===== src/rtl/pvad_pkg.sv =====
// shared types and codes for the forward-difference differencer
package pvad_pkg;

    localparam int DATA_WIDTH_DEF = 32;
    localparam int QUEUE_DEPTH    = 2;

    // item class, assigned by the front end from the fill level of the set
    localparam logic [1:0] K_FIRST = 2'd0;
    localparam logic [1:0] K_PAIR  = 2'd1;
    localparam logic [1:0] K_RUN   = 2'd2;

    // record status codes
    localparam logic [1:0] ST_OK    = 2'd0;
    localparam logic [1:0] ST_SAT   = 2'd1;
    localparam logic [1:0] ST_SHORT = 2'd2;

    typedef struct packed {
        logic [1:0] kind;
        logic       eos;
    } tag_t;

endpackage


===== src/rtl/pvad_front.sv =====
// front end: accepts samples and tags them with their place in the set
module pvad_front import pvad_pkg::*; #(
    parameter int DATA_WIDTH = DATA_WIDTH_DEF
) (
    input  logic                  aclk,
    input  logic                  aresetn,
    input  logic                  s_valid,
    output logic                  s_ready,
    input  logic [DATA_WIDTH-1:0] s_sample_time,
    input  logic [DATA_WIDTH-1:0] s_position,
    input  logic                  s_end_of_set,
    input  logic                  q_full,
    output logic                  q_push,
    output tag_t                  q_tag,
    output logic [DATA_WIDTH-1:0] q_time,
    output logic [DATA_WIDTH-1:0] q_pos
);

    logic [1:0] fill_reg, fill_next;

    assign s_ready = !q_full;
    assign q_push  = s_valid && !q_full;
    assign q_time  = s_sample_time;
    assign q_pos   = s_position;

    always_comb begin
        q_tag.eos = s_end_of_set;
        unique case (fill_reg)
            2'd0:    q_tag.kind = K_FIRST;
            2'd1:    q_tag.kind = K_PAIR;
            default: q_tag.kind = K_RUN;
        endcase
    end

    always_comb begin
        fill_next = fill_reg;
        if (q_push) begin
            if (s_end_of_set) begin
                fill_next = 2'd0;
            end else if (fill_reg != 2'd2) begin
                fill_next = fill_reg + 2'd1;
            end
        end
    end

    always_ff @(posedge aclk) begin
        if (!aresetn) begin
            fill_reg <= 2'd0;
        end else begin
            fill_reg <= fill_next;
        end
    end

endmodule


===== src/rtl/pvad_queue.sv =====
// short queue between front end and back end
module pvad_queue import pvad_pkg::*; #(
    parameter int DATA_WIDTH = DATA_WIDTH_DEF
) (
    input  logic                  aclk,
    input  logic                  aresetn,
    input  logic                  push,
    input  tag_t                  push_tag,
    input  logic [DATA_WIDTH-1:0] push_time,
    input  logic [DATA_WIDTH-1:0] push_pos,
    output logic                  full,
    output logic                  not_empty,
    input  logic                  pop,
    output tag_t                  pop_tag,
    output logic [DATA_WIDTH-1:0] pop_time,
    output logic [DATA_WIDTH-1:0] pop_pos
);

    localparam int PW = $clog2(QUEUE_DEPTH);
    localparam int CW = $clog2(QUEUE_DEPTH + 1);

    tag_t                  tag_mem  [QUEUE_DEPTH];
    logic [DATA_WIDTH-1:0] time_mem [QUEUE_DEPTH];
    logic [DATA_WIDTH-1:0] pos_mem  [QUEUE_DEPTH];

    logic [PW-1:0] wr_ptr_reg, wr_ptr_next, rd_ptr_reg, rd_ptr_next;
    logic [CW-1:0] count_reg, count_next;

    assign full      = (count_reg == CW'(QUEUE_DEPTH));
    assign not_empty = (count_reg != '0);
    assign pop_tag   = tag_mem[rd_ptr_reg];
    assign pop_time  = time_mem[rd_ptr_reg];
    assign pop_pos   = pos_mem[rd_ptr_reg];

    always_comb begin
        wr_ptr_next = wr_ptr_reg;
        rd_ptr_next = rd_ptr_reg;
        count_next  = count_reg;
        if (push) begin
            wr_ptr_next = (wr_ptr_reg == PW'(QUEUE_DEPTH - 1)) ? '0 : wr_ptr_reg + 1'b1;
        end
        if (pop) begin
            rd_ptr_next = (rd_ptr_reg == PW'(QUEUE_DEPTH - 1)) ? '0 : rd_ptr_reg + 1'b1;
        end
        if (push && !pop) begin
            count_next = count_reg + 1'b1;
        end else if (pop && !push) begin
            count_next = count_reg - 1'b1;
        end
    end

    always_ff @(posedge aclk) begin
        if (!aresetn) begin
            wr_ptr_reg <= '0;
            rd_ptr_reg <= '0;
            count_reg  <= '0;
        end else begin
            wr_ptr_reg <= wr_ptr_next;
            rd_ptr_reg <= rd_ptr_next;
            count_reg  <= count_next;
        end
    end

    always_ff @(posedge aclk) begin
        if (push) begin
            tag_mem[wr_ptr_reg]  <= push_tag;
            time_mem[wr_ptr_reg] <= push_time;
            pos_mem[wr_ptr_reg]  <= push_pos;
        end
    end

`ifndef SYNTHESIS
    a_no_overflow: assert property (@(posedge aclk) disable iff (!aresetn)
        full |-> !push)
        else $error("queue written while full");
    a_no_underflow: assert property (@(posedge aclk) disable iff (!aresetn)
        pop |-> not_empty)
        else $error("queue read while empty");
    a_count_track: assert property (@(posedge aclk) disable iff (!aresetn)
        (push && !pop) |=> count_reg == $past(count_reg) + 1'b1)
        else $error("queue count lost a push");
`endif

endmodule


===== src/rtl/pvad_div.sv =====
// radix-2 signed divider, truncating toward zero, saturating to the data width
module pvad_div import pvad_pkg::*; #(
    parameter int DATA_WIDTH = DATA_WIDTH_DEF
) (
    input  logic                  aclk,
    input  logic                  aresetn,
    input  logic                  start,
    input  logic [DATA_WIDTH:0]   num,
    input  logic [DATA_WIDTH:0]   den,
    output logic                  done,
    output logic [DATA_WIDTH-1:0] quot,
    output logic                  sat
);

    localparam int N  = DATA_WIDTH + 1;
    localparam int CW = $clog2(N + 1);
    localparam logic [DATA_WIDTH-1:0] MAXV = {1'b0, {(DATA_WIDTH-1){1'b1}}};
    localparam logic [DATA_WIDTH-1:0] MINV = {1'b1, {(DATA_WIDTH-1){1'b0}}};

    logic          busy_reg, busy_next, fin_reg, fin_next;
    logic [CW-1:0] cnt_reg, cnt_next;
    logic [N-1:0]  rem_reg, rem_next, quo_reg, quo_next, dmag_reg, dmag_next;
    logic          neg_reg, neg_next, dz_reg, dz_next;
    logic          nneg_reg, nneg_next, nz_reg, nz_next;

    logic [N:0]    shifted;
    logic [N+1:0]  diff;
    logic          big;

    assign shifted = {rem_reg, quo_reg[N-1]};
    assign diff    = {1'b0, shifted} - {2'b00, dmag_reg};

    always_comb begin
        busy_next = busy_reg;
        fin_next  = 1'b0;
        cnt_next  = cnt_reg;
        rem_next  = rem_reg;
        quo_next  = quo_reg;
        dmag_next = dmag_reg;
        neg_next  = neg_reg;
        dz_next   = dz_reg;
        nneg_next = nneg_reg;
        nz_next   = nz_reg;
        if (start) begin
            neg_next  = num[N-1] ^ den[N-1];
            dz_next   = (den == '0);
            nneg_next = num[N-1];
            nz_next   = (num != '0);
            rem_next  = '0;
            quo_next  = num[N-1] ? (~num + 1'b1) : num;
            dmag_next = den[N-1] ? (~den + 1'b1) : den;
            cnt_next  = CW'(N);
            if (den == '0) begin
                fin_next = 1'b1;
            end else begin
                busy_next = 1'b1;
            end
        end else if (busy_reg) begin
            if (!diff[N+1]) begin
                rem_next = diff[N-1:0];
                quo_next = {quo_reg[N-2:0], 1'b1};
            end else begin
                rem_next = shifted[N-1:0];
                quo_next = {quo_reg[N-2:0], 1'b0};
            end
            cnt_next = cnt_reg - 1'b1;
            if (cnt_reg == CW'(1)) begin
                busy_next = 1'b0;
                fin_next  = 1'b1;
            end
        end
    end

    always_ff @(posedge aclk) begin
        if (!aresetn) begin
            busy_reg <= 1'b0;
            fin_reg  <= 1'b0;
            cnt_reg  <= '0;
        end else begin
            busy_reg <= busy_next;
            fin_reg  <= fin_next;
            cnt_reg  <= cnt_next;
        end
    end

    always_ff @(posedge aclk) begin
        rem_reg  <= rem_next;
        quo_reg  <= quo_next;
        dmag_reg <= dmag_next;
        neg_reg  <= neg_next;
        dz_reg   <= dz_next;
        nneg_reg <= nneg_next;
        nz_reg   <= nz_next;
    end

    // sign and saturation of the finished magnitude
    always_comb begin
        big = 1'b0;
        if (dz_reg) begin
            sat  = 1'b1;
            quot = nz_reg ? (nneg_reg ? MINV : MAXV) : '0;
        end else if (!neg_reg) begin
            big  = |quo_reg[N-1:DATA_WIDTH-1];
            sat  = big;
            quot = big ? MAXV : quo_reg[DATA_WIDTH-1:0];
        end else begin
            big  = quo_reg > {1'b0, MINV};
            sat  = big;
            quot = big ? MINV : (~quo_reg[DATA_WIDTH-1:0] + 1'b1);
        end
    end

    assign done = fin_reg;

`ifndef SYNTHESIS
    a_start_idle: assert property (@(posedge aclk) disable iff (!aresetn)
        start |-> !busy_reg && !fin_reg)
        else $error("divider started while busy");
    a_done_pulse: assert property (@(posedge aclk) disable iff (!aresetn)
        fin_reg |=> !fin_reg)
        else $error("divider done held");
    a_done_after_busy: assert property (@(posedge aclk) disable iff (!aresetn)
        $fell(busy_reg) |-> fin_reg)
        else $error("divider stopped without result");
`endif

endmodule


===== src/rtl/pvad_back.sv =====
// back end: history, up to two divisions per sample, and record output
module pvad_back import pvad_pkg::*; #(
    parameter int DATA_WIDTH = DATA_WIDTH_DEF
) (
    input  logic                  aclk,
    input  logic                  aresetn,
    input  logic                  q_valid,
    output logic                  q_pop,
    input  tag_t                  q_tag,
    input  logic [DATA_WIDTH-1:0] q_time,
    input  logic [DATA_WIDTH-1:0] q_pos,
    output logic                  m_valid,
    input  logic                  m_ready,
    output logic [DATA_WIDTH-1:0] m_out_time,
    output logic [DATA_WIDTH-1:0] m_out_position,
    output logic [DATA_WIDTH-1:0] m_velocity,
    output logic [DATA_WIDTH-1:0] m_acceleration,
    output logic [1:0]            m_status,
    output logic                  m_last_of_run
);

    localparam int W = DATA_WIDTH;

    localparam logic [2:0] B_IDLE   = 3'd0;
    localparam logic [2:0] B_DECODE = 3'd1;
    localparam logic [2:0] B_DIV1   = 3'd2;
    localparam logic [2:0] B_DIV2S  = 3'd3;
    localparam logic [2:0] B_DIV2   = 3'd4;
    localparam logic [2:0] B_EMIT   = 3'd5;

    logic [2:0]   state_reg, state_next;
    logic [1:0]   rec_reg, rec_next;
    tag_t         wtag_reg, wtag_next;
    logic [W-1:0] wtime_reg, wtime_next, wpos_reg, wpos_next;
    logic [W-1:0] th0_reg, th0_next, th1_reg, th1_next;
    logic [W-1:0] xh0_reg, xh0_next, xh1_reg, xh1_next;
    logic [W-1:0] ov_reg, ov_next, vel_reg, vel_next, acc_reg, acc_next;
    logic         ovs_reg, ovs_next, sv_reg, sv_next, sa_reg, sa_next;

    logic         ov_valid_reg, ov_valid_next;
    logic [W-1:0] o_time_reg, o_pos_reg, o_vel_reg, o_acc_reg;
    logic [1:0]   o_status_reg;
    logic         o_last_reg;

    logic         div_start, div_done, div_sat;
    logic [W:0]   div_num, div_den;
    logic [W-1:0] div_q;

    logic         out_free, load_out, final_rec, last_rec;
    logic [1:0]   rec_total;
    logic [W-1:0] r_time, r_pos, r_vel, r_acc;
    logic [1:0]   r_status;

    pvad_div #(.DATA_WIDTH(DATA_WIDTH)) u_div (
        .aclk    (aclk),
        .aresetn (aresetn),
        .start   (div_start),
        .num     (div_num),
        .den     (div_den),
        .done    (div_done),
        .quot    (div_q),
        .sat     (div_sat)
    );

    // velocity division uses the newest held sample, acceleration the velocity gap
    always_comb begin
        div_start = 1'b0;
        div_num   = '0;
        div_den   = '0;
        if (state_reg == B_DECODE && wtag_reg.kind != K_FIRST) begin
            div_start = 1'b1;
            if (wtag_reg.kind == K_PAIR) begin
                div_num = {wpos_reg[W-1], wpos_reg} - {xh0_reg[W-1], xh0_reg};
                div_den = {1'b0, wtime_reg} - {1'b0, th0_reg};
            end else begin
                div_num = {wpos_reg[W-1], wpos_reg} - {xh1_reg[W-1], xh1_reg};
                div_den = {1'b0, wtime_reg} - {1'b0, th1_reg};
            end
        end else if (state_reg == B_DIV2S) begin
            div_start = 1'b1;
            div_num   = {vel_reg[W-1], vel_reg} - {ov_reg[W-1], ov_reg};
            div_den   = {1'b0, th1_reg} - {1'b0, th0_reg};
        end
    end

    always_comb begin
        case (wtag_reg.kind)
            K_FIRST: rec_total = 2'd1;
            K_PAIR:  rec_total = 2'd2;
            default: rec_total = wtag_reg.eos ? 2'd3 : 2'd1;
        endcase
        last_rec  = (rec_reg == rec_total - 2'd1);
        final_rec = last_rec && wtag_reg.eos;
        if (final_rec) begin
            r_time = wtime_reg;
            r_pos  = wpos_reg;
        end else if (rec_reg == 2'd0) begin
            r_time = th0_reg;
            r_pos  = xh0_reg;
        end else begin
            r_time = th1_reg;
            r_pos  = xh1_reg;
        end
        r_acc = '0;
        if (wtag_reg.kind == K_FIRST) begin
            r_vel    = '0;
            r_status = ST_SHORT;
        end else if (wtag_reg.kind == K_RUN && rec_reg == 2'd0) begin
            r_vel    = ov_reg;
            r_acc    = acc_reg;
            r_status = (ovs_reg || sa_reg) ? ST_SAT : ST_OK;
        end else begin
            r_vel    = vel_reg;
            r_status = sv_reg ? ST_SAT : ST_OK;
        end
    end

    assign out_free = !ov_valid_reg || m_ready;
    assign load_out = (state_reg == B_EMIT) && out_free;
    assign q_pop    = (state_reg == B_IDLE) && q_valid;

    always_comb begin
        state_next = state_reg;
        rec_next   = rec_reg;
        wtag_next  = wtag_reg;
        wtime_next = wtime_reg;
        wpos_next  = wpos_reg;
        th0_next   = th0_reg;
        th1_next   = th1_reg;
        xh0_next   = xh0_reg;
        xh1_next   = xh1_reg;
        ov_next    = ov_reg;
        ovs_next   = ovs_reg;
        vel_next   = vel_reg;
        sv_next    = sv_reg;
        acc_next   = acc_reg;
        sa_next    = sa_reg;
        unique case (state_reg)
            B_IDLE: begin
                if (q_valid) begin
                    wtag_next  = q_tag;
                    wtime_next = q_time;
                    wpos_next  = q_pos;
                    rec_next   = 2'd0;
                    state_next = B_DECODE;
                end
            end
            B_DECODE: begin
                if (wtag_reg.kind == K_FIRST) begin
                    if (wtag_reg.eos) begin
                        state_next = B_EMIT;
                    end else begin
                        th0_next   = wtime_reg;
                        xh0_next   = wpos_reg;
                        state_next = B_IDLE;
                    end
                end else begin
                    state_next = B_DIV1;
                end
            end
            B_DIV1: begin
                if (div_done) begin
                    vel_next = div_q;
                    sv_next  = div_sat;
                    if (wtag_reg.kind == K_RUN) begin
                        state_next = B_DIV2S;
                    end else if (wtag_reg.eos) begin
                        state_next = B_EMIT;
                    end else begin
                        ov_next    = div_q;
                        ovs_next   = div_sat;
                        th1_next   = wtime_reg;
                        xh1_next   = wpos_reg;
                        state_next = B_IDLE;
                    end
                end
            end
            B_DIV2S: begin
                state_next = B_DIV2;
            end
            B_DIV2: begin
                if (div_done) begin
                    acc_next   = div_q;
                    sa_next    = div_sat;
                    state_next = B_EMIT;
                end
            end
            B_EMIT: begin
                if (out_free) begin
                    rec_next = rec_reg + 2'd1;
                    if (last_rec) begin
                        state_next = B_IDLE;
                        if (!wtag_reg.eos) begin
                            th0_next = th1_reg;
                            xh0_next = xh1_reg;
                            th1_next = wtime_reg;
                            xh1_next = wpos_reg;
                            ov_next  = vel_reg;
                            ovs_next = sv_reg;
                        end
                    end
                end
            end
            default: state_next = B_IDLE;
        endcase
    end

    always_comb begin
        ov_valid_next = ov_valid_reg;
        if (load_out) begin
            ov_valid_next = 1'b1;
        end else if (m_ready) begin
            ov_valid_next = 1'b0;
        end
    end

    always_ff @(posedge aclk) begin
        if (!aresetn) begin
            state_reg    <= B_IDLE;
            rec_reg      <= 2'd0;
            ov_valid_reg <= 1'b0;
        end else begin
            state_reg    <= state_next;
            rec_reg      <= rec_next;
            ov_valid_reg <= ov_valid_next;
        end
    end

    always_ff @(posedge aclk) begin
        wtag_reg  <= wtag_next;
        wtime_reg <= wtime_next;
        wpos_reg  <= wpos_next;
        th0_reg   <= th0_next;
        th1_reg   <= th1_next;
        xh0_reg   <= xh0_next;
        xh1_reg   <= xh1_next;
        ov_reg    <= ov_next;
        ovs_reg   <= ovs_next;
        vel_reg   <= vel_next;
        sv_reg    <= sv_next;
        acc_reg   <= acc_next;
        sa_reg    <= sa_next;
        if (load_out) begin
            o_time_reg   <= r_time;
            o_pos_reg    <= r_pos;
            o_vel_reg    <= r_vel;
            o_acc_reg    <= r_acc;
            o_status_reg <= r_status;
            o_last_reg   <= final_rec;
        end
    end

    assign m_valid        = ov_valid_reg;
    assign m_out_time     = o_time_reg;
    assign m_out_position = o_pos_reg;
    assign m_velocity     = o_vel_reg;
    assign m_acceleration = o_acc_reg;
    assign m_status       = o_status_reg;
    assign m_last_of_run  = o_last_reg;

`ifndef SYNTHESIS
    a_pop_decode: assert property (@(posedge aclk) disable iff (!aresetn)
        q_pop |=> state_reg == B_DECODE)
        else $error("popped item not decoded");
    a_rec_range: assert property (@(posedge aclk) disable iff (!aresetn)
        state_reg == B_EMIT |-> rec_reg < rec_total)
        else $error("record index past end of item");
    a_div_wait: assert property (@(posedge aclk) disable iff (!aresetn)
        div_done |-> state_reg == B_DIV1 || state_reg == B_DIV2)
        else $error("division result with no one waiting");
`endif

endmodule


===== src/rtl/position_velocity_accel_differencer_core.sv =====
// top level: forward-difference velocity and acceleration of a sample stream
// latency: a sample's record leaves two samples later
// throughput: one item per back-end pass; both divisions share one radix-2
//   divider, one quotient bit per cycle, which sets the rate
// reset: aresetn synchronous active low clears the fill count, queue and handshakes
module position_velocity_accel_differencer_core import pvad_pkg::*; #(
    parameter int DATA_WIDTH = DATA_WIDTH_DEF
) (
    input  logic                  aclk,
    input  logic                  aresetn,
    input  logic                  s_valid,
    output logic                  s_ready,
    input  logic [DATA_WIDTH-1:0] s_sample_time,
    input  logic [DATA_WIDTH-1:0] s_position,
    input  logic                  s_end_of_set,
    output logic                  m_valid,
    input  logic                  m_ready,
    output logic [DATA_WIDTH-1:0] m_out_time,
    output logic [DATA_WIDTH-1:0] m_out_position,
    output logic [DATA_WIDTH-1:0] m_velocity,
    output logic [DATA_WIDTH-1:0] m_acceleration,
    output logic [1:0]            m_status,
    output logic                  m_last_of_run
);

    // front to queue
    logic                  push, q_full;
    tag_t                  push_tag;
    logic [DATA_WIDTH-1:0] push_time, push_pos;

    // queue to back
    logic                  q_valid, q_pop;
    tag_t                  pop_tag;
    logic [DATA_WIDTH-1:0] pop_time, pop_pos;

    // front tags each beat as first, second or later sample of its set
    pvad_front #(.DATA_WIDTH(DATA_WIDTH)) u_front (
        .aclk          (aclk),
        .aresetn       (aresetn),
        .s_valid       (s_valid),
        .s_ready       (s_ready),
        .s_sample_time (s_sample_time),
        .s_position    (s_position),
        .s_end_of_set  (s_end_of_set),
        .q_full        (q_full),
        .q_push        (push),
        .q_tag         (push_tag),
        .q_time        (push_time),
        .q_pos         (push_pos)
    );

    // decouples input acceptance from the long divide passes
    pvad_queue #(.DATA_WIDTH(DATA_WIDTH)) u_queue (
        .aclk      (aclk),
        .aresetn   (aresetn),
        .push      (push),
        .push_tag  (push_tag),
        .push_time (push_time),
        .push_pos  (push_pos),
        .full      (q_full),
        .not_empty (q_valid),
        .pop       (q_pop),
        .pop_tag   (pop_tag),
        .pop_time  (pop_time),
        .pop_pos   (pop_pos)
    );

    // back end holds history, divides, and drives the output register
    pvad_back #(.DATA_WIDTH(DATA_WIDTH)) u_back (
        .aclk           (aclk),
        .aresetn        (aresetn),
        .q_valid        (q_valid),
        .q_pop          (q_pop),
        .q_tag          (pop_tag),
        .q_time         (pop_time),
        .q_pos          (pop_pos),
        .m_valid        (m_valid),
        .m_ready        (m_ready),
        .m_out_time     (m_out_time),
        .m_out_position (m_out_position),
        .m_velocity     (m_velocity),
        .m_acceleration (m_acceleration),
        .m_status       (m_status),
        .m_last_of_run  (m_last_of_run)
    );

endmodule


===== config.mk =====
export PLATFORM = sky130hd
export DESIGN_NAME = position_velocity_accel_differencer_core
export DESIGN_NICKNAME = d
export VERILOG_FILES = /design/src/rtl/pvad_pkg.sv /design/src/rtl/pvad_front.sv /design/src/rtl/pvad_queue.sv /design/src/rtl/pvad_div.sv /design/src/rtl/pvad_back.sv /design/src/rtl/position_velocity_accel_differencer_core.sv
export SDC_FILE = /design/constraint.sdc
export NUM_CORES = 1
export LEC_CHECK = 0
export ABC_AREA = 1
export BUFFER_PORTS_ARGS = -buffer_cell sky130_fd_sc_hd__buf_2
export CAP_MARGIN = 20
export CORE_ASPECT_RATIO = 0.9
export CORE_MARGIN = 8
export CORE_UTILIZATION = 55
export DETAILED_ROUTE_END_ITERATION = 8
export PLACE_DENSITY = 0.83
export SETUP_SLACK_MARGIN = 0.4
export SLEW_MARGIN = 20
export SYNTH_ARGS = -nofsm -noshare
export SYNTH_HDL_FRONTEND = slang
export SYNTH_SLANG_ARGS = --single-unit

===== constraint.sdc =====
create_clock -name aclk -period 11.2 [get_ports aclk]
set_input_delay 0.56 -clock aclk [delete_from_list [all_inputs] [get_ports aclk]]
set_output_delay 0.56 -clock aclk [all_outputs]
set_load 0.1 [all_outputs]

# After elaboration in Yosys (flattened, before gate mapping)
# Memory sizes are Yosys's and may differ from the RTL's. A register that Yosys moved wholly into a read port is not among the register bits.
# Index checks and enable logic that the tools add are counted.
# Widths: inputs -> output; s select.
[classes]
eq_ne = 23
muxes = 103
add_sub_neg = 18
magnitude_cmp = 1
bitwise = 6
reduce_logical = 41
[op_table]
columns = ["cell", "count"]
rows = [
  ["$mux 32", 38],
  ["$mux 33", 10],
  ["$pmux 32 s2", 5],
  ["$sub 32x32->33", 6],
  ["$add 33x1->33 const B", 2],
  ["$not 33->33", 2],
  ["$sub 34x33->35", 1],
  ["$gt 33x32->1 const B", 1],
  ["$logic_not 33->1", 1],
  ["$reduce_bool 33->1", 1],
  ["$add 32x1->32 const B", 1],
  ["$not 32->32", 1],
  ["$mux 1", 27],
  ["$mux 3", 8],
  ["$ne 2x2->1 const B", 9],
  ["$pmux 3 s6", 1],
  ["$reduce_bool 2->1", 9],
  ["$mux 2", 8],
  ["$mux 6", 2],
  ["$pmux 2 s2", 3],
  ["$reduce_and 5->1", 2],
  ["$logic_and 1x1->1", 8],
  ["$reduce_and 2->1", 4],
  ["$reduce_and 7->1", 1],
  ["other kinds (22)", 41],
]
[totals]
in_bits = 69
regBits = 481
mem_bits_rw = 134
out_inout_bits = 133
elab_cells = 230
n_memories = 3
[memory_table]
columns = ["memory", "words", "width", "rd", "rd_clocked_by_memory_dff", "wr", "line", "text"]
rows = [
  ["u_queue.pos_mem", 2, 32, 1, 1, 1, "pvad_queue.sv:24", "logic [DATA_WIDTH-1:0] pos_mem [QUEUE_DEPTH];"],
  ["u_queue.time_mem", 2, 32, 1, 1, 1, "pvad_queue.sv:23", "logic [DATA_WIDTH-1:0] time_mem [QUEUE_DEPTH];"],
  ["u_queue.tag_mem", 2, 3, 1, 1, 1, "pvad_queue.sv:22", "tag_t tag_mem [QUEUE_DEPTH];"],
]

# Longest topological paths before layout
# Gate-level depths: netlist of run 1.
[logic_depth]
depth_word = 9
mapped_depth = 29
depth_no_buf = 27

# Modules after synthesis
# Synthesis of run 1 repeated with hierarchy kept, for this count alone.
[hier_totals]
cells_unflattened = 5710
area_unflattened_um2 = 43877.1
[by_module_without_submodules]
columns = ["mod", "n_inst", "seq_area_each_um2", "area_per_inst_um2", "cells_each"]
rows = [
  ["pvad_back", 1, 12882.4, 27761.6, 3726],
  ["pvad_div", 1, 2922.8, 10278.6, 1651],
  ["pvad_queue", 1, 4124.0, 5175.0, 243],
  ["pvad_front", 1, 40.0, 661.9, 90],
]

# Least setup slack after synthesis of run 1
# OpenSTA, ideal clock, no wires.
[synth_path]
path_type = "reg2reg"
from = "reg u_back.wtag_reg[1] (netlist bit)"
to = "reg u_back.th0_reg[0] (enable)"
stages_incl_launch_ff = 8
path_buffers = 2
required_ns = 10.556
setup_ns = 0.644
synth_period_minus_slack_ns = 7.916
path_slack_ns = 3.284
t_arrival_ns = 7.272
path_cell_list = "edfxtp_1 > nor2_4 > inv_2 > nand2_8 > inv_6 > buf_6 > buf_2 > nor4_1"
[synth_via]
elab_chain_len = 6
elab_cells_between_ends = 8
classes_between = "add/sub: 1; eq/ne: 4; mux: 1; reduce/logical: 2"
[synth_rtl]
columns = ["item", "line", "text"]
rows = [
  ["from (decl)", "pvad_back.sv:33", "tag_t wtag_reg, wtag_next;"],
  ["from (signal assigned)", "pvad_back.sv:230", "wtag_reg <= wtag_next;"],
  ["$eq 2x1->1 or $logic_not 2->1 (tied branches)", "pvad_back.sv:87, pvad_back.sv:149", ""],
  ["$pmux 2 s2", "pvad_back.sv:87", "case (wtag_reg.kind)"],
  ["$sub 2x1->2", "pvad_back.sv:92", "last_rec = (rec_reg == rec_total - 2'd1);"],
  ["$eq 2x2->1", "pvad_back.sv:92", ""],
  ["$ne 2x1->1 (no source line)", "--", ""],
  ["$reduce_and 6->1 (no source line) *", "--", ""],
  ["to (signal assigned)", "pvad_back.sv:233", "th0_reg <= th0_next;"],
  ["to (decl)", "pvad_back.sv:35", "logic [W-1:0] th0_reg, th0_next, th1_reg, th1_next;"],
]
# Mark *: on every way between the ends. The rest lies on a longest branch, timed or not.
# A chain may end at the register's enable or synchronous reset.

# Final worst setup path of run 1
[layout_path]
from = "reg u_back.wtag_reg[2] (netlist bit)"
to = "reg u_back.u_div.quo_reg[8], data pin"
[layout_via]
elab_chain_len = 7
elab_cells_between_ends = 10
classes_between = "add/sub: 1; eq/ne: 1; mux: 5; bitwise: 1; reduce/logical: 2"
[layout_rtl]
columns = ["item", "line", "text"]
rows = [
  ["$eq 2x1->1 or $reduce_bool 2->1 (tied branches)", "pvad_back.sv:72, pvad_back.sv:70", ""],
  ["$mux 33 or $logic_and 1x1->1 (tied branches)", "pvad_back.sv:72, pvad_back.sv:70", ""],
  ["$mux 33", "pvad_back.sv:70", "if (state_reg == B_DECODE && wtag_reg.kind != K_FIRST) begin"],
  ["$not 33->33", "pvad_div.sv:50", "quo_next = num[N-1] ? (~num + 1'b1) : num;"],
  ["$add 33x1->33", "pvad_div.sv:50", ""],
  ["$mux 33", "pvad_div.sv:50", ""],
  ["$mux 33 *", "pvad_div.sv:44", "if (start) begin"],
  ["net u_back.u_div.quo_next[8]", "pvad_div.sv:22", "logic [N-1:0] rem_reg, rem_next, quo_reg, quo_next, dmag_reg, dmag_next;"],
  ["to (signal assigned)", "pvad_div.sv:88", "quo_reg <= quo_next;"],
  ["to (decl)", "pvad_div.sv:22", ""],
]
# Mark *: on every way through the listed nets, which the timed path passes. The rest lies on a longest branch.

==> results of run 1 <==
-- per-layer routing --
| layer | vias up | part of all wire | wire, microns |
|---|---|---|---|
| met5 | - | 0.00012 | 14 |
| met4 | 2 | 0.020 | 2460 |
| met3 | 169 | 0.11 | 13100 |
| met2 | 1769 | 0.43 | 52100 |
| met1 | 17300 | 0.44 | 53400 |
| li1 | 18200 | - | - |
-- power groups by stage --
stage               Sequential [mW]  Clock, mW  Combinational, mW
detailed placement             4.15          0               6.98
finish                         4.13       2.42               7.18
global placement               4.13          0               6.87
global route                   4.17       2.54               7.99
floorplan                      4.31          0               4.94
CTS                            4.10       2.46               7.05
-- worst max-delay path, stage by stage (launching register included) --
cell and delay, ns:
edfxtp_1 0.51, nor2_4 0.14, buf_4 0.51, inv_1 0.08, buf_4 0.31, o21ai_0 0.23, ha_1 0.17, inv_1 0.08
fa_1 0.45, nand3_1 0.12, nand3_1 0.14, nand3_1 0.12, nand3_1 0.13, nand2_1 0.11, nand2_1 0.07, nand2_1 0.07
o211ai_1 0.11, or2_1 0.24, nand2_1 0.08, nand2_2 0.28, inv_2 0.63, nand2_1 0.10, nand2_1 0.09, o211ai_1 0.08
-- placed cells by master (no fill, tap or decap), types with 17 or more instances in the layout --
cell type,n
dfxtp_1,52
clkbuf_16,70
nand3_1,329
edfxtp_1,629
buf_2,201
buf_4,24
o211ai_1,53
nand2_1,1806
xor2_1,53
nor2_1,386
o21bai_1,17
ha_1,172
a21oi_1,209
nand4_1,60
o21ai_0,433
xnor2_1,24
nor3_1,43
inv_1,834
nand3b_1,56
-- worst paths after layout --
path / from / end / depth (start not counted) / slack [ns]
setup / recovery: u_back.wtag_reg[2] / u_back.u_div.quo_reg[8] / 23 / 6.03
setup reg to reg: u_back.wtag_reg[2] / u_back.u_div.quo_reg[8] / 23 / 6.03
hold reg to reg: u_back.wtime_reg[0] / u_back.th1_reg[0] / 0 / 0.47
hold / removal: s_sample_time[10] / u_queue.time_mem[1][10] / 1 / 0.10
-- area by class of cell --
class,count,area share
clock buffers,82,0.0389
clock inverters,45,0.0124
inverters,851,0.0682
multi-input cells,3808,0.402
flip-flops and latches,682,0.425
well taps,1029,0.0274
repair buffers,228,0.0263
-- cell families (layout without fill, tap and decap cells) --
group,count (synthesis),after routing,synth area share
buffers and inverters,1003,1206,0.0902
DFF,682,682,0.469
AOI/OAI and AO/OA,776,776,0.0988
adders and majority gates,178,178,0.0532
xor gates and xnor gates,77,77,0.0158
and+or+nand+nor,2777,2777,0.273
==> results.md, run 1 <==
* Met3 usage at 0.0532
* CP endpoint kind: flip-flop
* Net Sw Frac at 0.481
* Syn Inst Count at roughly 5,500
* VDD IR-drop max at 225 uV
* CP max FO at 66
* DR iter-0 viols at around 4,300
* Ys Warns at 0
* Worst-Skew Late Latency at ~0.65 ns
* ANT cells at 0
* Tmin final at around 5.2 ns
* Status: finished, violations left
* Core area at between 70,000 and 80,000 sq um
* Die height at 280 microns
* Setup Buffers After CTS at 0
* Finished Core Util at 0.615
* Vias per std cell at around 5.6
* Synth top area share at 0.444
* Share of layout cells above drive strength 1 at 0.0769
* CTS root buf: clkbuf_16
* Area grow syn2layout at 10.4%
* Post-route cell area at around 47,000 sq um
* Switching power at 6.60 mW
* Clock transition at path regs at approximately 0.070 ns
* Pins Over Slew Limit at 0
* Top FF cell, synth: edfxtp_1
* DRT Pass-1 Iters at 9
* Critical path required time at around 12 ns
* Placed Instance Area at between 40,000 and 50,000 sq um
* Startpoint Class: flip-flop
* Setup WS pre-CTS at between 6 and 7 ns
* Fillers at approximately 6,600
* Antenna violations before repair at 2
* Sink Count at 682
* RSZ-0062 raised after global routing: no
* Pin slew with the least headroom to its limit at approximately 1.0 ns
* Post-cts hold buffer count at 0
* Netlist Area Pre-Place at 42,600 sq um
* Hold Fails Final Rpt at 0
* Vias in the first global route at approximately 34,000
* GR Util met2 at 0.411
* Placer Congestion at between 0.9 and 1
* Post-CTS sizing at 0
* Fin worst setup slack at about 6.0 ns
* Hold WC Path Type: primary input to flip-flop
* Multi-input gate area at around 19,000 sq um
* Via count at around 37,000
* Final #Nets at ~6,000
* H-tree Lvls at 3
* Power Dens Cells at approximately 300 nW/um^2
* # IOs at slightly above 200
* Max Buffers Root-to-Sink at 3
* Total track usage at 0.271
* Routed Wire Length at between 100,000 and 150,000 microns
* PortBufs at 201
* Area leader, netlist: edfxtp_1
* Register area at about 20,000 sq um
* Drt wl/cell at between 15 and 20 microns
* Antenna-violating nets left at 0
* EDFF count, synth at 629
* Hold WS at 0.103 ns
* Synthesis-stage register bit count at just under 700
* Post-Place Cells at 6,597
* Row Count at 96
* Leak at between 20 and 25 nW
* Rel. slew slack at 0.305
* Gr ovfl total at 0
* Initial Utilization at 0.557
* DIE AREA at slightly below 90,000 sq um
* Drc violations at 1
* WP data arrival at approximately 5.5 ns
* Clock Power Share at 0.177
* CTS Buf Count at 70
* Tcrit/Tclk final at 0.462
* Total power draw at approximately 14 mW
* Synth Area per Inst at 7.75 sq um
* Distinct cells, synth at between 50 and 60
* Most common cell in the netlist: nand2_1
* Register share of total power at 0.301
* Failing checks: design-rule violations
* Grt peak-use layer: met2
* First-pass GRT wire length at ~190,000 microns
* Syn Nets at 5,740
* Largest net degree at the start of global routing at between 100 and 150
* Reported max-cap violation count at 0
* Clk_skew at 0.0378 ns
* Final Non-Filler Cells at 6,725
* Async set-reset flop share out of synthesis at 0
* Largest cells by area after synthesis: edfxtp_1 (44%), nand2_1 (16%), inv_1 (7.4%)
* Dpl hpwl at around 90,000 microns
* Most frequent cells after synthesis: nand2_1 (1,808), inv_1 (835), edfxtp_1 (629), o21ai_0 (433), nor2_1 (393)
* Part of the power in combinational logic at 0.523
* M1 GR Usage at 0.400
* WS Path Type: flip-flop to flip-flop
* Die Wd at between 300 and 400 microns
* Total Neg Setup Slack at 0 ns
* Design internal power at 7.13 mW
* CTS tree: done
* Setup Viol. Count Final at 0
* Max frequency at 193 MHz
* Post-synthesis sequential area ratio at 0.469
* Largest regs: u_queue.pos_mem: 64 flops, u_queue.time_mem: 64 flops
No activity file was read; power rests on OpenSTA's default activity.
==> run 2: changes to the inputs <==
--- a/config.mk
+++ b/config.mk
@@ -12,7 +12,7 @@
 export CORE_MARGIN = 8
 export CORE_UTILIZATION = 55
 export DETAILED_ROUTE_END_ITERATION = 8
-export PLACE_DENSITY = 0.83
+export PLACE_DENSITY = 0.85
 export SETUP_SLACK_MARGIN = 0.4
 export SLEW_MARGIN = 20
 export SYNTH_ARGS = -nofsm -noshare
==> constraint.sdc (replaced) <==
create_clock -name aclk -period 4.3 [get_ports aclk]
set_input_delay 0.215 -clock aclk [delete_from_list [all_inputs] [get_ports aclk]]
set_output_delay 0.215 -clock aclk [all_outputs]
set_load 0.1 [all_outputs]
==> results.md, run 2 (same netlist as run 1, synthesis figures left out) <==
* Rel. slew slack at 0.364 (was 0.305)
* CTS tree: done (unchanged)
* Power Dens Cells at 791 nW/um^2 (was 292 nW/um^2)
* Hold WC Path Type: primary input to flip-flop (unchanged)
* Startpoint Class: flip-flop (unchanged)
* Max frequency at 258 MHz (was 193 MHz)
* Die height at 280 microns (unchanged)
* CP max FO at 25 (was 66)
* Critical path cell sequence: inv_2 -> nor2_4 -> buf_4 -> clkinvlp_4 -> buf_12 -> buf_12 -> o21ai_0 -> ha_2 -> nand2_1 -> inv_1 -> a21oi_2 -> nand3_2 -> nand2_1 -> nand2_1 -> nand2_1 -> o211ai_1 -> or2_1 -> nand2_1 -> nand2_2 -> buf_6 -> o21ai_0 -> o211ai_1 (was nor2_4 -> buf_4 -> inv_1 -> buf_4 -> o21ai_0 -> ha_1 -> inv_1 -> fa_1 -> nand3_1 -> nand3_1 -> nand3_1 -> nand3_1 -> nand2_1 -> nand2_1 -> nand2_1 -> o211ai_1 -> or2_1 -> nand2_1 -> nand2_2 -> inv_2 -> nand2_1 -> nand2_1 -> o211ai_1)
* Leak at 23.0 nW (was 21.8 nW)
* Clock transition at path regs at 0.06 ns (was 0.07 ns)
* # IOs at 202 (unchanged)
* First-pass GRT wire length at 201,000 microns (was 187,000 microns)
* WS Path Type: flip-flop to flip-flop (unchanged)
* Max Buffers Root-to-Sink at 3 (unchanged)
* Vias per std cell at 5.62 (was 5.57)
* Largest net degree at the start of global routing at 123 (was 119)
* Fin worst setup slack at 0.427 ns (was 6.03 ns)
* Hold Fails Final Rpt at 0 (unchanged)
* Final Non-Filler Cells at 6,941 (was 6,725)
* Fillers at 6,308 (was 6,611)
* Drc violations at 0 (was 1)
* Final #Nets at 6,104 (was 5,888)
* Multi-input gate area at 19,800 sq um (was 18,900 sq um)
* Sink Count at 682 (unchanged)
* VDD IR-drop max at 492 uV (was 225 uV)
* Share of layout cells above drive strength 1 at 0.137 (was 0.0769)
* CTS Buf Count at 70 (unchanged)
* Max stage delay on crit path at 0.38 ns (was 0.63 ns)
* ANT cells at 0 (unchanged)
* Critical path required time at 4.67 ns (was 11.56 ns)
* Most used cell, CP: nand2_1 (unchanged)
* Commonest cells after routing, fill and taps aside: nand2_1 (1,731), inv_1 (826), edfxtp_1 (629) (was nand2_1 (1,806), inv_1 (834), edfxtp_1 (629))
* Die Wd at 309 microns (unchanged)
* H-tree Lvls at 3 (unchanged)
* Setup Viol. Count Final at 0 (unchanged)
* Setup WS pre-CTS at 0.141 ns (was 6.16 ns)
* DRT Pass-1 Iters at 6 (was 9)
* Total track usage at 0.293 (was 0.271)
* Register area at 20,000 sq um (unchanged)
* Status: completed (was finished, violations left)
* Post-Place Cells at 6,681 (was 6,597)
* Antenna-violating nets left at 0 (unchanged)
* Tmin final at 3.87 ns (was 5.17 ns)
* DIE AREA at 86,500 sq um (unchanged)
* Via count at 39,000 (was 37,500)
* Commonest non-fill, non-tap cell in the layout: nand2_1 (unchanged)
* Clk_skew at 0.0315 ns (was 0.0378 ns)
* WP data arrival at 4.24 ns (was 5.54 ns)
* Initial Utilization at 0.557 (unchanged)
* Area grow syn2layout at 17.1% (was 10.4%)
* Dpl hpwl at 97,100 microns (was 90,200 microns)
* Row Count at 96 (unchanged)
* CP max stage cell: edfxtp_1 (was inv_2)
* Largest regs: u_queue.pos_mem: 64 flops, u_queue.time_mem: 64 flops (unchanged)
* Routed Wire Length at 133,000 microns (was 121,000 microns)
* Finished Core Util at 0.652 (was 0.615)
* Drt wl/cell at 19.2 microns (was 18.0 microns)
* Tcrit/Tclk final at 0.901 (was 0.462)
* Reported max-cap violation count at 0 (unchanged)
* Placer Congestion at 0.971 (was 0.972)
* Pins Over Slew Limit at 0 (unchanged)
* Gr ovfl total at 0 (unchanged)
* FF-to-FF setup slack at 0.43 ns (was 6.03 ns)
* Antenna violations before repair at 1 (was 2)
* PortBufs at 201 (unchanged)
* Vias in the first global route at 35,800 (was 34,500)
* RSZ-0062 raised after global routing: yes (was no)
* Pin slew with the least headroom to its limit at 0.953 ns (was 1.04 ns)
* Core area at 76,400 sq um (unchanged)
* CTS root buf: clkbuf_16 (unchanged)
* DR iter-0 viols at 4,456 (was 4,315)
* Worst-Skew Late Latency at 0.65 ns (about the same)
* CP endpoint kind: flip-flop (unchanged)
## run 2: path summary, 6_finish.rpt
check,start,to,depth (start not counted)
setup reg to reg,u_back.wtag_reg[1],u_back.u_div.quo_reg[12],22
hold / removal,m_ready,u_back.m_valid,4
hold reg to reg,u_back.u_div.rem_reg[16],u_back.u_div.rem_reg[16],2
setup / recovery,u_back.wtag_reg[1],u_back.u_div.quo_reg[12],22
## run 2: routing by layer
layer	GRT usage	wire length, microns	up-vias
li1	-	-	18700
met2	0.446	58100	1989
met4	0.0679	2840	0
met3	0.0526	13900	200
met1	0.435	58400	18100
met5	0	0	-
## run 2: stage by stage
stage | hold slack, ns | power (mW) | setup TNS (ns) | cell area, sq um
6_report | 0.0507 | 39.4 | 0 | 49800
2_1_floorplan | 0.314 | 24.0 | -46.37 | 42600
4_1_cts | 0.00571 | 36.7 | 0 | 48400
3_5_place_dp | 0.406 | 30.2 | 0 | 45300
3_3_place_gp | 0.402 | 30.0 | 0 | 45300
5_1_grt | 0.0675 | 41.8 | 0 | 49800
## run 2: where the power goes
| part | switching (mW) | total, mW | internal, mW |
|---|---|---|---|
| Combinational | 15.2 | 22.5 | 7.32 |
| Sequential | 1.10 | 10.8 | 9.67 |
| Clock | 2.71 | 6.15 | 3.44 |
| Total | 19.0 | 39.4 | 20.4 |
## run 2: area by class of cell
cell class / count / area share
clock inverter: 37 / 0.00783
timing repair buffer: 444 / 0.0669
tap: 1029 / 0.0258
clock buffer: 90 / 0.0377
sequential: 682 / 0.400
multi-input combinational: 3808 / 0.397
inverter: 851 / 0.0645
## run 2: worst max-delay path, delay by kind of cell, from the launching register on
| kind | cells | cell delay [ns] |
|---|---|---|
| simple gates | 9 | 1.04 |
| compound gates | 5 | 0.92 |
| buf+inv | 7 | 0.87 |
| flops | 1 | 0.38 |
| fa+ha+maj | 1 | 0.37 |
## run 2: repair_timing
| action | in CTS | in global routing |
|---|---|---|
| setup endpoints to repair | 20 | 63 |
| cloned | 2 | 7 |
| setup buffers | 5 | 51 |
| gates resized for setup | 21 | 276 |
| pin swaps | 6 | 79 |
| hold endpoints to repair | 136 | 0 |
| hold buffers | 66 | 0 |
